### config.mk
export PLATFORM = sky130hd
export DESIGN_NAME = mm_mac
export DESIGN_NICKNAME = d
export VERILOG_FILES = /design/src/rtl/core/mm_pkg.sv /design/src/rtl/core/mm_mac.sv
export SDC_FILE = /design/constraint.sdc
export NUM_CORES = 2
export LEC_CHECK = 0
export BUFFER_PORTS_ARGS = -buffer_cell sky130_fd_sc_hd__buf_2
export CELL_PAD_IN_SITES_DETAIL_PLACEMENT = 0
export CELL_PAD_IN_SITES_GLOBAL_PLACEMENT = 2
export CORE_MARGIN = 5
export CORE_UTILIZATION = 39
export CTS_BUF_LIST = sky130_fd_sc_hd__clkbuf_8
export DETAILED_ROUTE_END_ITERATION = 10
export GPL_ROUTABILITY_DRIVEN = 0
export PLACE_DENSITY_LB_ADDON = 0.1
export SLEW_MARGIN = 5
export SYNTH_ARGS = -nofsm -noshare
export SYNTH_HDL_FRONTEND = slang
export SYNTH_SLANG_ARGS = --single-unit
### constraint.sdc
create_clock -name clock -period 7.95 [get_ports clock]
set_input_delay 1.1925 -clock clock [delete_from_list [all_inputs] [get_ports clock]]
set_output_delay 1.1925 -clock clock [all_outputs]
set_load 0.02 [all_outputs]
### src/rtl/core/mm_pkg.sv
// Shared types, constants and helpers of the matrix multiply block.
// Used by mm_mac and matrix_multiply through scoped names; depends on nothing.

package mm_pkg;

   localparam int MAX_DIM = 8;                  // largest row/column count
   localparam int IDX_W   = $clog2(MAX_DIM);    // row or column index
   localparam int DIM_W   = IDX_W + 1;          // a count 1..MAX_DIM
   localparam int ADDR_W  = 2 * IDX_W;          // store entry, row-major
   localparam int DEPTH   = MAX_DIM * MAX_DIM;
   localparam int CSR_W   = 4;                  // widest register
   localparam int VAL_W   = 32;                 // Q16.16 element
   localparam int FRAC_W  = 16;
   localparam int PROD_W  = 2 * VAL_W;          // Q32.32 product
   localparam int ACC_W   = PROD_W + IDX_W;     // exact sum of MAX_DIM products

   typedef enum logic [1:0] {
      OP_WRITE_A = 2'd0,
      OP_WRITE_B = 2'd1,
      OP_COMPUTE = 2'd2
   } op_type;

   typedef enum logic [1:0] {
      CSR_ROWS_A = 2'd0,
      CSR_COLS_A = 2'd1,
      CSR_ROWS_B = 2'd2,
      CSR_COLS_B = 2'd3
   } csr_index_type;

   typedef enum logic [1:0] {
      ST_IDLE,
      ST_READ,
      ST_DRAIN,
      ST_ERROR
   } state_type;

   // token that travels with one pair of operands into the MAC
   typedef struct packed {
      logic valid;
      logic first;
   } mac_tok_type;

   // clamp a register value to the range 1..MAX_DIM
   function automatic logic [DIM_W-1:0] eff_dim(input logic [CSR_W-1:0] v);
      logic [DIM_W-1:0] r;
      if (v == '0) begin
         r = DIM_W'(1);
      end else if (32'(v) > MAX_DIM) begin
         r = DIM_W'(MAX_DIM);
      end else begin
         r = DIM_W'(v);
      end
      return r;
   endfunction

endpackage

### src/rtl/core/mm_mac.sv
// Multiply-accumulate datapath: registered 32x32 product, exact accumulator,
// floor to Q16.16 and saturation. Depends on mm_pkg.

module mm_mac (
   input  logic                                clock,
   input  logic                                reset,
   input  mm_pkg::mac_tok_type                 tok,
   input  logic signed [mm_pkg::VAL_W-1:0]     opnd_a,
   input  logic signed [mm_pkg::VAL_W-1:0]     opnd_b,
   output logic                                busy,
   output logic signed [mm_pkg::VAL_W-1:0]     result
);

   localparam int TOP_W = mm_pkg::ACC_W - (mm_pkg::FRAC_W + mm_pkg::VAL_W - 1);

   logic signed [mm_pkg::PROD_W-1:0] prod_ff, prod_in;
   logic                             mul_vld_ff;
   logic                             mul_first_ff;
   logic signed [mm_pkg::ACC_W-1:0]  acc_ff, acc_in;
   logic        [TOP_W-1:0]          acc_top;

   assign prod_in = mm_pkg::PROD_W'(opnd_a) * mm_pkg::PROD_W'(opnd_b);

   always_ff @(posedge clock) begin
      if (reset) begin
         mul_vld_ff   <= 1'b0;
         mul_first_ff <= 1'b0;
      end else begin
         mul_vld_ff   <= tok.valid;
         mul_first_ff <= tok.first;
      end
   end

   always_ff @(posedge clock) begin
      if (tok.valid) begin
         prod_ff <= prod_in;
      end
      if (mul_vld_ff) begin
         acc_ff <= acc_in;
      end
   end

   // restart the sum on the first term of an element
   always_comb begin
      if (mul_first_ff) begin
         acc_in = mm_pkg::ACC_W'(prod_ff);
      end else begin
         acc_in = acc_ff + mm_pkg::ACC_W'(prod_ff);
      end
   end

   // floor by dropping the fraction, clamp when the upper bits disagree
   assign acc_top = acc_ff[mm_pkg::ACC_W-1 -: TOP_W];

   always_comb begin
      if (acc_top == '0 || acc_top == '1) begin
         result = acc_ff[mm_pkg::FRAC_W +: mm_pkg::VAL_W];
      end else if (acc_top[TOP_W-1]) begin
         result = {1'b1, {(mm_pkg::VAL_W-1){1'b0}}};
      end else begin
         result = {1'b0, {(mm_pkg::VAL_W-1){1'b1}}};
      end
   end

   assign busy = mul_vld_ff;

endmodule

======== Word-level counts from Yosys, hierarchy flattened ========
Cells that the tools add are included.
cells by class
  add/subtract/negate cells ............... 1
  multiply operators ...................... 1
  div/mod/pow operators ................... 0
  magnitude comparators ................... 0
  equality and inequality tests ........... 1
  shift-type cells ........................ 0
  muxes and demuxes ....................... 3
  bitwise gates (word level) .............. 0
  reduce and logical (&&, ||, !) cells .... 2
operators by type and width
  cell                                          number
  adder 67 x 64 -> 67 bit                       1
  2-to-1 mux 67 bit                             1
  multiplier 32 x 32 -> 64 bit                  1
  2-to-1 mux 32 bit                             2
  equality test 20 bit (second input constant)  1
  logical NOT 20 bit                            1
  logical OR 1 bit                              1
word-level totals
  flip-flop bits (word level) ............. 133
  latch bits .............................. 0
  RAM bits ................................ 0
  ROM bits ................................ 0
  input port bits ......................... 68
  output and inout bits ................... 33
  memories ................................ 0

======== Longest topological paths before layout ========
  word-level depth ........................ 3
  mapped depth ............................ 30
  gate-level depth less buffers ........... 28

======== Worst setup path after synthesis ========
No wires, ideal clock.
  path kind ............................... input port to flip-flop
  from .................................... input opnd_b[2] (netlist bit)
  to ...................................... register prod_ff[61] (netlist bit), data pin
  setup time .............................. 0.258 ns
  arrival time ............................ 8.247 ns
  slack ................................... -0.555 ns
  stages .................................. 25
  buffers on the path ..................... 1
  path through ............................ clkbuf_1 > nand2_1 > inv_1 > fa_1 > fa_1 > fa_1 > fa_1 > fa_1 > fa_1 > fa_1 > inv_1 > fa_1 > inv_1 > ha_1 > and3_1 > and2_1 > a221oi_1 > o21ai_0 > a221oi_1 > o21ai_1 > a22o_1 > o41ai_2 > o21ai_1 > a21o_1 > xor2_1
between the ends
  longest elaborated chain between the ends .. 1
RTL lines
  what                          line          source
  start: declaration            mm_mac.sv:9   input logic signed [mm_pkg::VAL_W-1:0] opnd_b,
  multiplier 32 x 32 -> 64 bit  mm_mac.sv:22  assign prod_in = mm_pkg::PROD_W'(opnd_a) * mm_pkg::PROD_W'(opnd_b);
  net prod_in, one bit          mm_mac.sv:16  logic signed [mm_pkg::PROD_W-1:0] prod_ff, prod_in;
  end signal: assignment        mm_mac.sv:36  prod_ff <= prod_in;
  end: declaration              mm_mac.sv:16
The timed path passes the listed nets, and every way through them passes these cells.
A chain may end at the register's enable or synchronous reset.

======== Final worst setup path ========
  from .................................... input opnd_a[31] (netlist bit)
  to ...................................... register prod_ff[57] (netlist bit), data pin
between the ends
  longest elaborated chain between the ends .. 1
RTL lines
  what                          line          source
  start: declaration            mm_mac.sv:8   input logic signed [mm_pkg::VAL_W-1:0] opnd_a,
  multiplier 32 x 32 -> 64 bit  mm_mac.sv:22
  net prod_in, one bit          mm_mac.sv:16
The timed path passes the listed nets, and every way through them passes these cells.

==> run summary <==
Final Hold Vio Count: 0
Rows: 124
met3 Track Usage GR: 0.0250
Root Driver: clkbuf_8
Post-DRT Antenna Nets: 0
Worst setup SP type: input port
leading area contributor after synthesis: fa_1
clk_skew: 0.0263 ns
synth warn: 0
Post-Syn Area: 45100 sq um
Hold WC Path Type: reg2reg
antenna violations before repair: 3
Yosys top cell area share: 0.481
worst path arrival time: 8.35 ns
# port buffers: 100
asr flop ratio synth: 0
RSZ-0062 raised after global routing: true
CP Capture Type: flop
final WL: 137000 um
final-stage net count: 6639
Final Max Slew Viols: 0
clk slew on worst S/H paths: 0.10 ns
Util after Layout: 0.467
Iter 0 DRT Violations: 1719
Commonest cells post-synth: fa_1, inv_1, nand2_1, and2_1, ha_1
CTS Hold Bufs: 0
Clock Sink Count: 133
Die Wd: 350 um
full die area: 123000 sq um
number of buffers created by CTS: 17
Max FO, Critical Path: 4
most used routing layer: met2
crit path time final: 8.11 ns
routing usage on met2: 0.366
max-cap violations: 0
DRC viols: 0
area delta synth->final: 18.8%
Crit Path Category: in2reg
Final setup viols: 8
Global Route met1 Usage: 0.350
First-pass DRT Iterations: 5
fin crit share: 1.02
status: finished, violations left
max_slew headroom: 0.312
synthesized net count: 6210
die extent in y: 350 um
CTS tree: built
CORE AREA: 115000 sq um
total track usage: 0.229
synthesized netlist cell count: 4809
detailed-route via count: 33300
flop and latch count out of synthesis: 133
pin count of the biggest net entering global routing: 88
Slew @ Worst Pin: 1.03 ns
sequential fraction of the synthesis area: 0.0881
vias in the first global route: 36600
Routed WL per cell: 20.3 um
Post-Synthesis Mean Instance Area: 9.38 sq um
first-pass GRT wire length: 217000 um
Worst-Skew Late Latency: 0.48 ns
top-count cell post-synth: fa_1
Initial Utilization: 0.393
f_max: 123 MHz
DP HPWL: 116000 um
total grt overflow: 0
layout cells sized above 1: 0.182
setup slack after layout: -0.165 ns
number of synthesized flops with an enable pin: 131
Distinct cells, synth: 73
Worst EP required: 8.19 ns
ranking of synthesized cells by area: fa_1, edfxtp_1, inv_1
Synth Flop Type: edfxtp_1
failing checks: setup timing
clock buffer depth: 2
number of top-level pins: 101
H-tree depth: 4
vias per inst: 4.93
## repair_timing
| item | in CTS | in global routing |
|---|---|---|
| buffers inserted | 27 | 25 |
| resized for setup | 189 | 192 |
| setup endpoints to repair | 25 | 25 |
| pin swaps | 81 | 164 |
| cloned | 5 | 6 |
## placed cells by master (no fill, tap or decap), types with 20 or more instances in the layout
cell type,Yosys,layout
buf_2,2,50
nand4_1,33,33
buf_4,0,473
buf_12,0,49
a21o_1,90,90
a21oi_1,125,104
nand2b_1,23,23
xnor2_1,91,87
ha_4,0,23
inv_2,0,25
nor2b_1,20,20
inv_1,1043,1017
fa_2,0,67
o21ai_0,161,144
fa_1,1083,1016
and2_4,0,28
xor2_1,43,40
edfxtp_1,131,131
nor2_1,86,83
o21bai_1,26,23
buf_6,0,57
nand2_1,600,593
ha_1,250,224
nand3_1,26,22
and2_1,528,501
## logic make-up (layout without fill, tap and decap cells)
group	Yosys count	in the layout	synth area share
AO/OA/AOI/OAI	522	522	0.0732
flip-flops	133	133	0.0881
AND/OR/NAND/NOR	1387	1387	0.154
multiplexers	4	4	0.000998
buffers and inverters	1296	1738	0.108
XOR/XNOR	134	134	0.0260
adder cells (fa/ha/maj)	1333	1333	0.550
other	0	4	0
## worst paths after layout
path,slack (ns),endpoint,startpoint,cells after the start
worst max-delay path,-0.16,prod_ff[57],opnd_a[31],25
worst min register to register,0.57,acc_ff[4],prod_ff[4],2
worst min-delay path,0.57,acc_ff[4],prod_ff[4],2
worst max register to register,4.00,acc_ff[65],prod_ff[1],12
## sequential cells by signal (all words and copies together), names as in the netlist
name and count:
acc_ff 67, busy 1, mul_first_ff 1, prod_ff 64
## cell type report
| cell class | instances | area [sq um] |
|---|---|---|
| clock buffer | 17 | 234 |
| sequential | 133 | 3980 |
| inverter | 1044 | 3920 |
| timing repair buffer | 662 | 6000 |
| tap | 1512 | 1890 |
| antenna | 4 | 10.0 |
| multi-input combinational | 3380 | 37400 |
| clock inverter | 15 | 158 |
| fill | 11100 | 61100 |
## worst max-delay path, stage by stage
cell,delay (ns)
buf_8,0.11
buf_12,0.13
and2_4,0.14
fa_1,0.57
fa_1,0.44
buf_4,0.16
fa_2,0.67
buf_6,0.13
fa_1,0.43
fa_1,0.49
fa_1,0.54
fa_1,0.44
fa_1,0.60
ha_4,0.22
a21o_1,0.17
a21o_1,0.17
a221oi_2,0.28
o21ai_1,0.14
a221oi_2,0.26
o21ai_2,0.10
a22o_1,0.28
o41ai_4,0.26
buf_4,0.19
o21bai_4,0.05
xor2_1,0.16
## stage by stage
stage          area (sq um)  instances  setup slack [ns]  hold slack (ns)  setup TNS, ns
2_1_floorplan         45600       4809            -0.238            0.531         -0.544
3_3_place_gp          51100       6670             -1.35            0.546         -23.71
3_5_place_dp          51100       6670             -1.31            0.551         -24.93
4_1_cts               52600       6734            -0.142            0.562         -0.863
5_1_grt               53600       6764            -0.395            0.589          -3.42
6_report              53600       6767            -0.165            0.566         -0.643
## routing by layer
metal | vias to the layer above | share of wire | routed length [um]
li1 | 15300 | - | -
met1 | 17300 | 0.49 | 67800
met2 | 654 | 0.45 | 62100
met3 | 59 | 0.044 | 6030
met4 | 0 | 0.0091 | 1260
met5 | - | 0 | 0
Power is not shown: default switching activity piles up to over one toggle a cycle in this logic, so the estimate is an artifact.
